==> src/design/stepper_pulse_and_servo_pwm_generator_unit_macros.svh <==
// Assertion macros for the stepper pulse and servo PWM generator.
// Used by the top level; each macro expects clk and rst_n in scope.
`ifndef STEPPER_PULSE_AND_SERVO_PWM_GENERATOR_UNIT_MACROS_SVH
`define STEPPER_PULSE_AND_SERVO_PWM_GENERATOR_UNIT_MACROS_SVH

// Consequent holds in the same cycle as the antecedent.
`define SPG_ASSERT_SAME(label, ante, cons) \
  label: assert property (@(posedge clk) disable iff (!rst_n) (ante) |-> (cons)) \
    else $error("spgen assertion failed");

// Consequent holds starting in the cycle after the antecedent.
`define SPG_ASSERT_NEXT(label, ante, cons) \
  label: assert property (@(posedge clk) disable iff (!rst_n) (ante) |=> cons) \
    else $error("spgen assertion failed");

`endif

==> src/design/spgen_pkg.sv <==
// Shared types and constants of the stepper pulse and servo PWM generator.
// No dependencies; used by every module of the block.
package spgen_pkg;

  typedef enum logic [2:0] {
    CMD_TICK      = 3'd0,
    CMD_START     = 3'd1,
    CMD_STOP      = 3'd2,
    CMD_TAKE      = 3'd3,
    CMD_SERVO_ON  = 3'd4,
    CMD_SERVO_OFF = 3'd5,
    CMD_SET_PULSE = 3'd6
  } cmd_t;

  typedef enum logic [2:0] {
    OP_NONE,
    OP_TICK,
    OP_START,
    OP_STOP,
    OP_TAKE,
    OP_SERVO_ON,
    OP_SERVO_OFF,
    OP_SET_PULSE
  } op_t;

  typedef enum logic [2:0] {
    REG_TICK_HZ      = 3'd0,
    REG_MAX_SPEED    = 3'd1,
    REG_SERVO_MIN_US = 3'd2,
    REG_SERVO_MAX_US = 3'd3,
    REG_FRAME_TICKS  = 3'd4
  } reg_idx_t;

  localparam int CFG_W       = 16;
  localparam int CLAMP_W     = 14;
  localparam int PHASE_W     = 17;
  localparam int QUEUE_DEPTH = 2;

  localparam logic [15:0] TICK_HZ_RST      = 16'd25000;
  localparam logic [15:0] MAX_SPEED_RST    = 16'd12500;
  localparam logic [13:0] SERVO_MIN_RST    = 14'd500;
  localparam logic [13:0] SERVO_MAX_RST    = 14'd2500;
  localparam logic [15:0] FRAME_TICKS_RST  = 16'd500;

  typedef struct packed {
    logic [15:0] tick_hz;
    logic [15:0] max_speed;
    logic [13:0] servo_min_us;
    logic [13:0] servo_max_us;
    logic [15:0] frame_ticks;
  } cfg_t;

  typedef struct packed {
    op_t                op;
    logic               ch;
    logic               start_ok;
    logic [31:0]        pulse_count;
    logic [15:0]        speed;
    logic signed [7:0]  direction;
    logic [7:0]         servo_ticks;
  } item_t;

endpackage

==> src/design/spgen_front.sv <==
// Front end: accepts input words, decodes the command and precomputes
// start checks and servo tick counts. Depends on spgen_pkg.
module spgen_front #(
  parameter int TICK_US = 40
) (
  input  logic               in_valid,
  output logic               in_ready,
  input  logic [2:0]         in_command,
  input  logic               in_channel,
  input  logic [31:0]        in_pulse_count,
  input  logic [15:0]        in_speed,
  input  logic signed [7:0]  in_direction,
  input  logic [15:0]        in_pulse_width_us,
  input  spgen_pkg::cfg_t    cfg,
  input  logic               q_full,
  output logic               q_push,
  output spgen_pkg::item_t   q_item
);

  localparam int X_W    = spgen_pkg::CLAMP_W + 1;
  localparam int SHIFT  = X_W + $clog2(TICK_US);
  localparam longint RECIP = ((longint'(1) << SHIFT) + longint'(TICK_US) - 1) /
                             longint'(TICK_US);
  localparam int PROD_W = X_W + SHIFT + 1;

  logic [spgen_pkg::CLAMP_W-1:0] clamped;
  logic [X_W-1:0]                rounded;
  logic [SHIFT:0]                recip_c;
  logic [PROD_W-1:0]             prod;
  spgen_pkg::op_t                op;

  assign in_ready = !q_full;
  assign q_push   = in_valid && !q_full;

  always_comb begin
    if (in_pulse_width_us < {2'b00, cfg.servo_min_us}) begin
      clamped = cfg.servo_min_us;
    end else if (in_pulse_width_us > {2'b00, cfg.servo_max_us}) begin
      clamped = cfg.servo_max_us;
    end else begin
      clamped = in_pulse_width_us[spgen_pkg::CLAMP_W-1:0];
    end
  end

  // Division by the tick period, rounded to nearest, through a reciprocal multiply.
  assign rounded = X_W'(clamped) + X_W'(TICK_US / 2);
  assign recip_c = (SHIFT + 1)'(RECIP);
  assign prod    = PROD_W'(rounded) * PROD_W'(recip_c);

  always_comb begin
    op = spgen_pkg::OP_NONE;
    unique case (spgen_pkg::cmd_t'(in_command))
      spgen_pkg::CMD_TICK:      op = spgen_pkg::OP_TICK;
      spgen_pkg::CMD_START:     op = spgen_pkg::OP_START;
      spgen_pkg::CMD_STOP:      op = spgen_pkg::OP_STOP;
      spgen_pkg::CMD_TAKE:      op = spgen_pkg::OP_TAKE;
      spgen_pkg::CMD_SERVO_ON:  op = spgen_pkg::OP_SERVO_ON;
      spgen_pkg::CMD_SERVO_OFF: op = spgen_pkg::OP_SERVO_OFF;
      spgen_pkg::CMD_SET_PULSE: op = spgen_pkg::OP_SET_PULSE;
      default:                  op = spgen_pkg::OP_NONE;
    endcase
  end

  always_comb begin
    q_item             = '0;
    q_item.op          = op;
    q_item.ch          = in_channel;
    q_item.start_ok    = (in_pulse_count != 32'd0) && (in_speed != 16'd0) &&
                         (in_speed <= cfg.max_speed);
    q_item.pulse_count = in_pulse_count;
    q_item.speed       = in_speed;
    q_item.direction   = in_direction;
    q_item.servo_ticks = prod[SHIFT +: 8];
  end

endmodule

==> src/design/spgen_queue.sv <==
// Short queue between the front end and the execution back end.
// Depends on spgen_pkg for the queued word type and its depth.
module spgen_queue (
  input  logic              clk,
  input  logic              rst_n,
  input  logic              push,
  input  spgen_pkg::item_t  push_item,
  output logic              full,
  input  logic              pop,
  output logic              pop_valid,
  output spgen_pkg::item_t  pop_item
);

  localparam int DEPTH = spgen_pkg::QUEUE_DEPTH;
  localparam int PTR_W = (DEPTH > 1) ? $clog2(DEPTH) : 1;
  localparam int CNT_W = $clog2(DEPTH + 1);

  spgen_pkg::item_t   entries_r [DEPTH];
  logic [PTR_W-1:0]   wr_ptr_r, wr_ptr_nxt;
  logic [PTR_W-1:0]   rd_ptr_r, rd_ptr_nxt;
  logic [CNT_W-1:0]   count_r, count_nxt;
  logic               do_push, do_pop;

  assign full      = (count_r == CNT_W'(DEPTH));
  assign pop_valid = (count_r != '0);
  assign pop_item  = entries_r[rd_ptr_r];
  assign do_push   = push && !full;
  assign do_pop    = pop && pop_valid;

  always_comb begin
    wr_ptr_nxt = wr_ptr_r;
    rd_ptr_nxt = rd_ptr_r;
    count_nxt  = count_r;
    if (do_push) begin
      wr_ptr_nxt = (wr_ptr_r == PTR_W'(DEPTH - 1)) ? '0 : wr_ptr_r + PTR_W'(1);
    end
    if (do_pop) begin
      rd_ptr_nxt = (rd_ptr_r == PTR_W'(DEPTH - 1)) ? '0 : rd_ptr_r + PTR_W'(1);
    end
    if (do_push && !do_pop) begin
      count_nxt = count_r + CNT_W'(1);
    end else if (do_pop && !do_push) begin
      count_nxt = count_r - CNT_W'(1);
    end
  end

  always_ff @(posedge clk) begin
    if (!rst_n) begin
      wr_ptr_r <= '0;
      rd_ptr_r <= '0;
      count_r  <= '0;
    end else begin
      wr_ptr_r <= wr_ptr_nxt;
      rd_ptr_r <= rd_ptr_nxt;
      count_r  <= count_nxt;
    end
  end

  always_ff @(posedge clk) begin
    if (do_push) begin
      entries_r[wr_ptr_r] <= push_item;
    end
  end

endmodule

==> src/design/spgen_back.sv <==
// Back end: holds stepper and servo state, executes decoded words and
// drives the registered result port. Depends on spgen_pkg.
module spgen_back #(
  parameter int CHANNEL_COUNT = 2
) (
  input  logic               clk,
  input  logic               rst_n,
  input  spgen_pkg::cfg_t    cfg,
  input  logic               q_valid,
  input  spgen_pkg::item_t   q_item,
  output logic               q_pop,
  output logic               out_valid,
  input  logic               out_ready,
  output logic               out_accepted,
  output logic               out_completion,
  output logic               out_busy_res,
  output logic signed [31:0] out_position,
  output logic [1:0]         out_step_levels,
  output logic [1:0]         out_servo_levels
);

  localparam int PW    = spgen_pkg::PHASE_W;
  localparam int LVL_N = (CHANNEL_COUNT < 2) ? CHANNEL_COUNT : 2;

  logic [PW-1:0]            phase_r   [CHANNEL_COUNT];
  logic [PW-1:0]            phase_nxt [CHANNEL_COUNT];
  logic [15:0]              inc_r     [CHANNEL_COUNT];
  logic [15:0]              inc_nxt   [CHANNEL_COUNT];
  logic [31:0]              pulses_r  [CHANNEL_COUNT];
  logic [31:0]              pulses_nxt[CHANNEL_COUNT];
  logic signed [7:0]        dir_r     [CHANNEL_COUNT];
  logic signed [7:0]        dir_nxt   [CHANNEL_COUNT];
  logic [31:0]              pos_r     [CHANNEL_COUNT];
  logic [31:0]              pos_nxt   [CHANNEL_COUNT];
  logic [7:0]               sticks_r  [CHANNEL_COUNT];
  logic [7:0]               sticks_nxt[CHANNEL_COUNT];
  logic [CHANNEL_COUNT-1:0] busy_r, busy_nxt;
  logic [CHANNEL_COUNT-1:0] high_r, high_nxt;
  logic [CHANNEL_COUNT-1:0] done_r, done_nxt;
  logic [CHANNEL_COUNT-1:0] sen_r, sen_nxt;
  logic [CHANNEL_COUNT-1:0] spin_r, spin_nxt;
  logic [15:0]              frame_r, frame_nxt;

  logic [PW-1:0]            ph_sat  [CHANNEL_COUNT];
  logic [PW:0]              ph_sum  [CHANNEL_COUNT];
  logic [CHANNEL_COUNT-1:0] ph_hit;
  logic [16:0]              frame_inc;
  logic                     take, is_tick;

  logic                     out_valid_r, out_valid_nxt;
  logic                     acc_r, acc_nxt;
  logic                     comp_r, comp_nxt;
  logic                     busy_res_r, busy_res_nxt;
  logic [31:0]              pos_res_r, pos_res_nxt;
  logic [1:0]               sl_r, sl_nxt;
  logic [1:0]               vl_r, vl_nxt;

  assign take    = q_valid && (!out_valid_r || out_ready);
  assign q_pop   = take;
  assign is_tick = (q_item.op == spgen_pkg::OP_TICK);

  always_comb begin
    for (int i = 0; i < CHANNEL_COUNT; i++) begin
      ph_sum[i] = {1'b0, phase_r[i]} + (PW + 1)'(inc_r[i]);
      ph_sat[i] = ph_sum[i][PW] ? {PW{1'b1}} : ph_sum[i][PW-1:0];
      ph_hit[i] = (ph_sat[i] >= PW'(cfg.tick_hz));
    end
  end

  assign frame_inc = {1'b0, frame_r} + 17'd1;

  always_comb begin
    phase_nxt  = phase_r;
    inc_nxt    = inc_r;
    pulses_nxt = pulses_r;
    dir_nxt    = dir_r;
    pos_nxt    = pos_r;
    sticks_nxt = sticks_r;
    busy_nxt   = busy_r;
    high_nxt   = high_r;
    done_nxt   = done_r;
    sen_nxt    = sen_r;
    spin_nxt   = spin_r;
    frame_nxt  = frame_r;
    acc_nxt    = 1'b0;
    comp_nxt   = 1'b0;

    if (take && is_tick) begin
      frame_nxt = ((frame_inc >= {1'b0, cfg.frame_ticks}) || frame_inc[16]) ?
                  16'd0 : frame_inc[15:0];
    end

    for (int i = 0; i < CHANNEL_COUNT; i++) begin
      if (take && is_tick) begin
        if (busy_r[i]) begin
          phase_nxt[i] = ph_sat[i];
          if (high_r[i]) begin
            high_nxt[i]   = 1'b0;
            pos_nxt[i]    = pos_r[i] + 32'(dir_r[i]);
            pulses_nxt[i] = pulses_r[i] - 32'd1;
            if (pulses_r[i] == 32'd1) begin
              busy_nxt[i] = 1'b0;
              done_nxt[i] = 1'b1;
            end
          end else if (ph_hit[i]) begin
            phase_nxt[i] = ph_sat[i] - PW'(cfg.tick_hz);
            high_nxt[i]  = 1'b1;
          end
        end
        if (sen_r[i]) begin
          if (frame_r == 16'd0) begin
            spin_nxt[i] = 1'b1;
          end
          if (frame_r == {8'd0, sticks_r[i]}) begin
            spin_nxt[i] = 1'b0;
          end
        end
      end else if (take && (int'(q_item.ch) == i)) begin
        case (q_item.op)
          spgen_pkg::OP_START: begin
            if (q_item.start_ok && !busy_r[i]) begin
              phase_nxt[i]  = '0;
              inc_nxt[i]    = q_item.speed;
              pulses_nxt[i] = q_item.pulse_count;
              dir_nxt[i]    = q_item.direction;
              busy_nxt[i]   = 1'b1;
              high_nxt[i]   = 1'b0;
              done_nxt[i]   = 1'b0;
              acc_nxt       = 1'b1;
            end
          end
          spgen_pkg::OP_STOP: begin
            busy_nxt[i]   = 1'b0;
            high_nxt[i]   = 1'b0;
            done_nxt[i]   = 1'b0;
            pulses_nxt[i] = 32'd0;
          end
          spgen_pkg::OP_TAKE: begin
            comp_nxt    = done_r[i];
            done_nxt[i] = 1'b0;
          end
          spgen_pkg::OP_SERVO_ON: begin
            sen_nxt[i] = 1'b1;
          end
          spgen_pkg::OP_SERVO_OFF: begin
            sen_nxt[i]  = 1'b0;
            spin_nxt[i] = 1'b0;
          end
          spgen_pkg::OP_SET_PULSE: begin
            sticks_nxt[i] = q_item.servo_ticks;
          end
          default: begin
          end
        endcase
      end
    end
  end

  always_comb begin
    busy_res_nxt = 1'b0;
    pos_res_nxt  = '0;
    sl_nxt       = '0;
    vl_nxt       = '0;
    for (int i = 0; i < CHANNEL_COUNT; i++) begin
      if (int'(q_item.ch) == i) begin
        busy_res_nxt = busy_nxt[i];
        pos_res_nxt  = pos_nxt[i];
      end
    end
    for (int i = 0; i < LVL_N; i++) begin
      sl_nxt[i] = high_nxt[i];
      vl_nxt[i] = spin_nxt[i];
    end
  end

  always_comb begin
    if (take) begin
      out_valid_nxt = 1'b1;
    end else if (out_ready) begin
      out_valid_nxt = 1'b0;
    end else begin
      out_valid_nxt = out_valid_r;
    end
  end

  always_ff @(posedge clk) begin
    if (!rst_n) begin
      for (int i = 0; i < CHANNEL_COUNT; i++) begin
        phase_r[i]  <= '0;
        inc_r[i]    <= '0;
        pulses_r[i] <= '0;
        dir_r[i]    <= '0;
        pos_r[i]    <= '0;
        sticks_r[i] <= '0;
      end
      busy_r      <= '0;
      high_r      <= '0;
      done_r      <= '0;
      sen_r       <= '0;
      spin_r      <= '0;
      frame_r     <= '0;
      out_valid_r <= 1'b0;
    end else begin
      phase_r     <= phase_nxt;
      inc_r       <= inc_nxt;
      pulses_r    <= pulses_nxt;
      dir_r       <= dir_nxt;
      pos_r       <= pos_nxt;
      sticks_r    <= sticks_nxt;
      busy_r      <= busy_nxt;
      high_r      <= high_nxt;
      done_r      <= done_nxt;
      sen_r       <= sen_nxt;
      spin_r      <= spin_nxt;
      frame_r     <= frame_nxt;
      out_valid_r <= out_valid_nxt;
    end
  end

  always_ff @(posedge clk) begin
    if (take) begin
      acc_r      <= acc_nxt;
      comp_r     <= comp_nxt;
      busy_res_r <= busy_res_nxt;
      pos_res_r  <= pos_res_nxt;
      sl_r       <= sl_nxt;
      vl_r       <= vl_nxt;
    end
  end

  assign out_valid        = out_valid_r;
  assign out_accepted     = acc_r;
  assign out_completion   = comp_r;
  assign out_busy_res     = busy_res_r;
  assign out_position     = pos_res_r;
  assign out_step_levels  = sl_r;
  assign out_servo_levels = vl_r;

endmodule

==> src/design/stepper_pulse_and_servo_pwm_generator_unit.sv <==
// Top level of the stepper pulse and servo PWM generator: configuration
// registers, front end, queue and back end. Depends on spgen_pkg, the
// spgen_* modules and the macros header.
//
//   Channel   Direction  Handshake          Contents
//   in_*      input      in_valid/in_ready  command word with stepper/servo fields
//   out_*     output     out_valid/out_ready one result word per command word
//   cfg_*     input      cfg_we             register index and write data
//
// One word per cycle is accepted while the queue is not full; each word is
// held in the front-end queue and its result in the back-end output register.
// The back end executes one word per cycle, unless the output stalls.
// A two-entry queue and the output register absorb output stalls; in_ready
// drops only when the queue is full. Reset is synchronous and clears all
// channel state and restores the register defaults.
module stepper_pulse_and_servo_pwm_generator_unit #(
  parameter int CHANNEL_COUNT = 2,
  parameter int TICK_US       = 40
) (
  input  logic               clk,
  input  logic               rst_n,
  input  logic               in_valid,
  output logic               in_ready,
  input  logic [2:0]         in_command,
  input  logic               in_channel,
  input  logic [31:0]        in_pulse_count,
  input  logic [15:0]        in_speed,
  input  logic signed [7:0]  in_direction,
  input  logic [15:0]        in_pulse_width_us,
  output logic               out_valid,
  input  logic               out_ready,
  output logic               out_accepted,
  output logic               out_completion,
  output logic               out_busy_res,
  output logic signed [31:0] out_position,
  output logic [1:0]         out_step_levels,
  output logic [1:0]         out_servo_levels,
  input  logic               cfg_we,
  input  logic [2:0]         cfg_index,
  input  logic [15:0]        cfg_wdata
);

`include "stepper_pulse_and_servo_pwm_generator_unit_macros.svh"

  spgen_pkg::cfg_t  cfg_r, cfg_nxt;
  spgen_pkg::item_t push_item, pop_item;
  logic             q_full, q_push, q_pop, q_valid;

  always_comb begin
    cfg_nxt = cfg_r;
    if (cfg_we) begin
      unique case (spgen_pkg::reg_idx_t'(cfg_index))
        spgen_pkg::REG_TICK_HZ:      cfg_nxt.tick_hz      = cfg_wdata;
        spgen_pkg::REG_MAX_SPEED:    cfg_nxt.max_speed    = cfg_wdata;
        spgen_pkg::REG_SERVO_MIN_US: cfg_nxt.servo_min_us = cfg_wdata[13:0];
        spgen_pkg::REG_SERVO_MAX_US: cfg_nxt.servo_max_us = cfg_wdata[13:0];
        spgen_pkg::REG_FRAME_TICKS:  cfg_nxt.frame_ticks  = cfg_wdata;
        default:                     cfg_nxt = cfg_r;
      endcase
    end
  end

  always_ff @(posedge clk) begin
    if (!rst_n) begin
      cfg_r.tick_hz      <= spgen_pkg::TICK_HZ_RST;
      cfg_r.max_speed    <= spgen_pkg::MAX_SPEED_RST;
      cfg_r.servo_min_us <= spgen_pkg::SERVO_MIN_RST;
      cfg_r.servo_max_us <= spgen_pkg::SERVO_MAX_RST;
      cfg_r.frame_ticks  <= spgen_pkg::FRAME_TICKS_RST;
    end else begin
      cfg_r <= cfg_nxt;
    end
  end

  spgen_front #(
    .TICK_US (TICK_US)
  ) u_front (
    .in_valid          (in_valid),
    .in_ready          (in_ready),
    .in_command        (in_command),
    .in_channel        (in_channel),
    .in_pulse_count    (in_pulse_count),
    .in_speed          (in_speed),
    .in_direction      (in_direction),
    .in_pulse_width_us (in_pulse_width_us),
    .cfg               (cfg_r),
    .q_full            (q_full),
    .q_push            (q_push),
    .q_item            (push_item)
  );

  spgen_queue u_queue (
    .clk       (clk),
    .rst_n     (rst_n),
    .push      (q_push),
    .push_item (push_item),
    .full      (q_full),
    .pop       (q_pop),
    .pop_valid (q_valid),
    .pop_item  (pop_item)
  );

  spgen_back #(
    .CHANNEL_COUNT (CHANNEL_COUNT)
  ) u_back (
    .clk              (clk),
    .rst_n            (rst_n),
    .cfg              (cfg_r),
    .q_valid          (q_valid),
    .q_item           (pop_item),
    .q_pop            (q_pop),
    .out_valid        (out_valid),
    .out_ready        (out_ready),
    .out_accepted     (out_accepted),
    .out_completion   (out_completion),
    .out_busy_res     (out_busy_res),
    .out_position     (out_position),
    .out_step_levels  (out_step_levels),
    .out_servo_levels (out_servo_levels)
  );

  // An accepted start always leaves its stepper busy.
  `SPG_ASSERT_SAME(a_start_busy, out_valid && out_accepted, out_busy_res)
  // A pending completion only exists on an idle stepper.
  `SPG_ASSERT_SAME(a_done_idle, out_valid && out_completion, !out_busy_res)
  // With nothing in flight a new word passes through the queue and then the output register.
  `SPG_ASSERT_NEXT(a_latency, in_valid && in_ready && !q_valid && !out_valid,
                   ##1 out_valid)

endmodule
==> config.mk <==
export PLATFORM = sky130hd
export DESIGN_NAME = stepper_pulse_and_servo_pwm_generator_unit
export DESIGN_NICKNAME = d
export VERILOG_FILES = /design/src/design/spgen_pkg.sv /design/src/design/spgen_front.sv /design/src/design/spgen_queue.sv /design/src/design/spgen_back.sv /design/src/design/stepper_pulse_and_servo_pwm_generator_unit.sv
export VERILOG_INCLUDE_DIRS = /design/src /design/src/design
export SDC_FILE = /design/constraint.sdc
export NUM_CORES = 2
export LEC_CHECK = 0
export ABC_AREA = 1
export BUFFER_PORTS_ARGS = -buffer_cell sky130_fd_sc_hd__buf_2
export CORE_MARGIN = 4
export CORE_UTILIZATION = 40
export CTS_CLUSTER_SIZE = 40
export DETAILED_ROUTE_END_ITERATION = 8
export PLACE_DENSITY = 0.56
export SLEW_MARGIN = 20
export SYNTH_ARGS = -nofsm -noshare
export SYNTH_HDL_FRONTEND = slang
export SYNTH_SLANG_ARGS = --single-unit
==> constraint.sdc <==
create_clock -name clk -period 10.7 [get_ports clk]
set_clock_uncertainty 0.15 [all_clocks]
set_input_delay 0.535 -clock clk [delete_from_list [all_inputs] [get_ports clk]]
set_output_delay 0.535 -clock clk [all_outputs]
set_load 0.005 [all_outputs]
# After elaboration in Yosys (flattened, before gate mapping)
# Memory sizes are Yosys's and may differ from the RTL's. A register that Yosys moved wholly into a read port is not among the register bits.
# Cells that the tools add are included.
word_totals:
  register_bits: 372
  mem_bits_rw: 138
  in_bits: 100
  output_inout_bits: 41
  elab_cells: 263
  mem_count: 1
mem_list:
  columns: ["name", "depth", "width", "rd", "rd_clocked_by_memory_dff", "write_ports", "line", "text"]
  rows:
  - ["u_queue.entries_r", 2, 69, 1, 1, 1, "spgen_queue.sv:18", "spgen_pkg::item_t entries_r [DEPTH];"]
classes:
  addsub: 14
  multipliers: 1
  n_lt_le_gt_ge: 6
  eq_ne: 30
  n_mux: 119
  bitwise_logic: 2
  n_reduce_logical: 55
op_table:
  columns: ["op", "n"]
  rows:
  - ["$mux 32", 17]
  - ["$mux 17", 16]
  - ["$pmux 32 s2", 2]
  - ["$mux 1", 71]
  - ["$add 32x32->32", 2]
  - ["$eq 32x1->1 const B", 2]
  - ["$sub 32x1->32 const B", 2]
  - ["$ge 17x16->1", 3]
  - ["$add 17x16->18", 2]
  - ["$sub 17x16->17", 2]
  - ["$eq 16x8->1", 2]
  - ["$reduce_bool 32->1", 1]
  - ["$mul 15x16->29 const B", 1]
  - ["$mux 14", 2]
  - ["$eq 3x3->1 const B", 8]
  - ["$pmux 3 s7", 1]
  - ["$eq 3x2->1 const B", 6]
  - ["$reduce_bool 2->1", 9]
  - ["$add 16x1->17 const B", 1]
  - ["$gt 16x14->1", 1]
  - ["$le 16x16->1", 1]
  - ["$logic_not 16->1", 1]
  - ["$lt 16x14->1", 1]
  - ["$mux 16", 1]
  - ["24 further kinds", 72]

# Depth between registers and ports, before layout
depth:
  word_depth: 10
  ltp_mapped: 47
  ltp_nobuf: 46

# By module
# A second synthesis with hierarchy kept.
hier_totals:
  hier_cells: 4793
  hier_area_um2: 35993.3
by_module_without_submodules:
  columns: ["mod", "instances", "cells_per_inst", "area_each_um2", "seq_area_each_um2"]
  rows:
  - ["spgen_back", 1, 3301, 21700.8, 6236.0]
  - ["spgen_front", 1, 827, 6083.3, 0.0]
  - ["spgen_queue", 1, 252, 5262.5, 4244.1]
  - ["stepper_pulse_and_servo_pwm_generator_unit", 1, 413, 2946.6, 1521.5]

# Least setup slack after synthesis
# OpenSTA, ideal clock, no wires.
synth_path:
  path_type: "input to register"
  startpoint: "input in_pulse_width_us[9]"
  endpoint: "memory u_queue.entries_r[0][7] (netlist name), data pin"
  setup_time_ns: 0.256
  t_arrival_ns: 6.623
  required_ns: 10.294
  slack_ns: 3.670
  path_stages: 33
  n_path_buf: 0
  path_cell_list: "ha_1 > nand2_1 > nand2_1 > nand3_1 > nand2_1 > a21oi_1 > nand2_4 > nand3_1 > nand3_1 > nand2_1 > inv_1 > ha_1 > inv_1 > nand2_1 > nand2_1 > xor2_1 > inv_1 > ha_1 > ha_1 > fa_1 > fa_1 > fa_1 > inv_1 > fa_1 > inv_1 > ha_1 > a21o_1 > a31oi_1 > a211oi_1 > a2111oi_0 > nand2_1 > nand2_1 > nand2_1"
synth_lines:
  columns: ["item", "line", "text"]
  rows:
  - ["from (decl)", "stepper_pulse_and_servo_pwm_generator_unit.sv:29", "input logic [15:0] in_pulse_width_us,"]
  - ["to (decl)", "spgen_queue.sv:18", null]

==> impl_metrics.yaml <==
global_routing:
  largest_net_degree_at_the_start_of_global_routing: 97
  groute.layer.met2.usage: 0.352
  globalRouteTotalUtil: 0.212
  overflow: 0
  grt.met3_usage: 0.0299
  m1_gr_usage: 0.297
  grt_first_pass_wirelength_um: 153000
  globalRoute.busiestLayer: "met2"
  first_global_vias: 27582
  antenna_found_initial: 7
setup_path:
  criticalPathCategory: "reg -> reg"
  timing.critical_path.to_type: "flip-flop"
  r2r_slack_ps: 2740
  critPathSlowestCell: "sky130_fd_sc_hd__fa_1"
  crit_path_max_fanout: 25
  worstPathArrival_ps: 8180
  crit_path_start_kind: "flip-flop"
  cp_slowest_stage_delay_ps: 610
  critical-path-top-cell-by-count: "sky130_fd_sc_hd__nand2_1"
  worst_ep_required_time_ps: 10930
floorplanning:
  die_width_um: 298
  fp-row-count: 106
  die_h_um: 298
  design.portCount: 141
  core_area_mm2: 0.0836
  start_util: 0.403
  die-area_mm2: 0.0890
synthesis:
  seq_area_frac_synth: 0.356
  netlist_area_mm2: 0.0337
  synth-warning-count: 0
  synth_largest_area_cell: "sky130_fd_sc_hd__dfxtp_1"
  synth_fp_nets: 4827
  synth.top_cell.area_share: 0.198
  synth_ff_type: "sky130_fd_sc_hd__dfxtp_1"
  synth.top_cells.by_area: "sky130_fd_sc_hd__dfxtp_1 20%, sky130_fd_sc_hd__edfxtp_1 16%, sky130_fd_sc_hd__ha_1 11%, sky130_fd_sc_hd__nand2_1 10%, sky130_fd_sc_hd__a21oi_1 6.1%"
  synth_cells: 4363
  synth_seq_cells: 511
  async_reset_ff_frac: 0
  synthDistinctLibCells: 76
  synth.avg_cell_area_um2: 7.73
  edff_count_synth: 177
clock_network:
  htree_num_levels: 2
  clock_slew_at_reported_path_ffs_ps: 60
  cts_tree: "built"
  cts_root_buffer: "sky130_fd_sc_hd__clkbuf_16"
  clock-sinks: 511
  number_of_setup_buffers_added_after_cts: 0
  cts-root-to-sink-buffers: 3
  cts_made_buffers: 60
  worst_skew_pair.late_latency_ps: 650
drt:
  initial_drt_markers: 2118
  route.antenna.remaining_nets: 0
  drt-total-wl_um: 96800
  wire_per_inst_um: 17.2
  detail_route.first_pass.iterations: 5
  routed-via-count: 29105
  routed_via_density: 5.17
  post-route-drc-count: 0
job:
  cap_viol_max_count: 0
place:
  placement.io_buffers: 140
  detailed_place_hpwl_um: 72100
  gp_congestion: 0.879
  place_area_mm2: 0.0353
cells_and_area:
  proportion_of_layout_cells_with_a_drive_suffix_above_1: 0.0844
  finish.instance_area_mm2: 0.0379
  final_net_count: 4963
  synthToLayoutAreaGrowth_pct: 12.3
run_status:
  status: "complete, no violations"
min_path:
  hold_class: "in -> reg"
sta:
  max_freq_mhz: 126
  totalNegativeSetupSlack_ps: 0
  setup_violations: 0
  fin_crit_sh: 0.744
  finalHoldViolCount: 0
  worst_slew_pin_slew_ps: 1080
  finalMaxSlewViolations: 0
  rsz0062_at_grt: "no"
  finalWorstPathRequiredPeriod_ps: 7960
  max_slew_margin: 0.276
power:
  clock_power_share: 0.226
  power_per_cell_area_mw_per_mm2: 244
  p_int_mw: 5.13
  power_mw: 9.24
  leakage_nw: 17.2
  power_frac_comb: 0.499
  p_sw_frac: 0.445
  peakVddDrop_mv: 0.242
  switchingPower_mw: 4.11
  relative_contribution_of_sequential_cells_to_total_power: 0.275
[flip-flops by register name (all words and copies together), names as in the netlist, 16 cells and up, named ones only]
signal	cells
u_queue.entries_r	138
cfg_r	76
u_back.pos_r	64
u_back.pulses_r	64
u_back.phase_r	34
u_back.inc_r	32
u_back.out_position	32
u_back.dir_r	16
u_back.frame_r	16
u_back.sticks_r	16
[path summary, 6_finish.rpt]
check,startpoint,to,cells after the start
min reg2reg,u_queue.rd_ptr_r$_SDFFE_PN0P_,flip-flop,1
max,cfg_r[37]$_SDFFE_PN1P_,u_queue.entries_r[1][7]$_DFFE_PP_,33
max reg2reg,cfg_r[37]$_SDFFE_PN1P_,u_queue.entries_r[1][7]$_DFFE_PP_,33
min,in_speed[1],u_queue.entries_r[1][17]$_DFFE_PP_,1
[cells in the mapped netlist, types with 20 or more instances]
library cell               instances
sky130_fd_sc_hd__buf_2            28
sky130_fd_sc_hd__nand2_1         927
sky130_fd_sc_hd__ha_1            300
sky130_fd_sc_hd__a21oi_1         410
sky130_fd_sc_hd__nand3_1         162
sky130_fd_sc_hd__nor2_1          393
sky130_fd_sc_hd__xnor2_1          48
sky130_fd_sc_hd__clkbuf_1         83
sky130_fd_sc_hd__fa_1             64
sky130_fd_sc_hd__nand4_1          43
sky130_fd_sc_hd__o21ai_1          65
sky130_fd_sc_hd__or2_2            24
sky130_fd_sc_hd__nor4_1           31
sky130_fd_sc_hd__dfxtp_1         334
sky130_fd_sc_hd__a21o_1           20
sky130_fd_sc_hd__edfxtp_1        177
sky130_fd_sc_hd__nor3_1           56
sky130_fd_sc_hd__xor2_1           83
sky130_fd_sc_hd__inv_1           483
sky130_fd_sc_hd__a31oi_1          43
sky130_fd_sc_hd__o211ai_1         39
sky130_fd_sc_hd__o21ai_0         316
[cell usage in the layout (no fill, tap or decap), drive strengths merged, types with 85 or more instances in the layout]
cell,netlist,routed
ha,300,300
dfxtp,334,334
a21oi,414,414
xor2,85,85
nor2,413,413
edfxtp,177,177
nand3,165,165
o21ai,393,393
inv,505,512
buf,52,159
nand2,942,942
[logic make-up (layout without fill, tap and decap cells)]
family / after synthesis / in the layout / share of synthesized area
AND/OR/NAND/NOR: 1707 / 1707 / 0.216
AO/OA/AOI/OAI: 987 / 987 / 0.163
buffers and inverters: 643 / 831 / 0.0755
flip-flops: 511 / 511 / 0.356
adder cells (fa/ha/maj): 364 / 364 / 0.149
XOR/XNOR: 134 / 134 / 0.0355
multiplexers: 17 / 17 / 0.00505
other: 0 / 2 / 0
[layout make-up]
type | count | area [um2]
antenna | 2 | 5.00
inverter | 506 | 1910
timing repair buffer | 211 | 1370
fill | 8561 | 45700
sequential | 511 | 12000
multi-input combinational | 3209 | 19200
clock inverter | 49 | 458
clock buffer | 65 | 1570
tap | 1080 | 1350
[power by group through the flow]
| stage | Sequential [mW] | Combinational, mW | Clock, mW |
|---|---|---|---|
| finish | 2.54 | 4.61 | 2.09 |
| global route | 2.57 | 5.30 | 2.22 |
| CTS | 2.54 | 4.66 | 2.14 |
| detailed placement | 2.58 | 4.62 | 0 |
| global placement | 2.58 | 4.59 | 0 |
| floorplan | 2.54 | 3.34 | 0 |
[layer usage]
layer  up-vias  part of all wire  wire (um)
met5         -           0.00032         31
met4         4             0.018       1720
met3       119             0.049       4710
met2       591              0.46      44600
met1     13433              0.47      45800
li1      14958                 -          -
[per-stage QoR]
stage / hold slack [ps] / setup slack (ps) / util / std cells
after floorplan: 276 / 3670 / - / 4363
after global placement: 272 / 2560 / 0.422 / 5465
after detailed placement: 290 / 2470 / 0.422 / 5465
after CTS: 11.2 / 2770 / 0.453 / 5631
after global routing: 27.8 / 2170 / 0.453 / 5631
final: 42.1 / 2740 / 0.453 / 5633
[timing repair]
item / in CTS / in global routing
endpoints found under the hold margin: 104 / 0
gates resized for setup: 0 / 0
hold buffers: 52 / 0
[critical path: cells and delay by family (launching register included)]
kind / cells / cell delay, ps
fa+ha+maj: 9 / 3590
compound gates: 6 / 1270
xor+xnor: 1 / 410
buf+inv: 7 / 770
flops: 1 / 300
simple gates: 10 / 1200
Power figures use the tool's default switching activity.
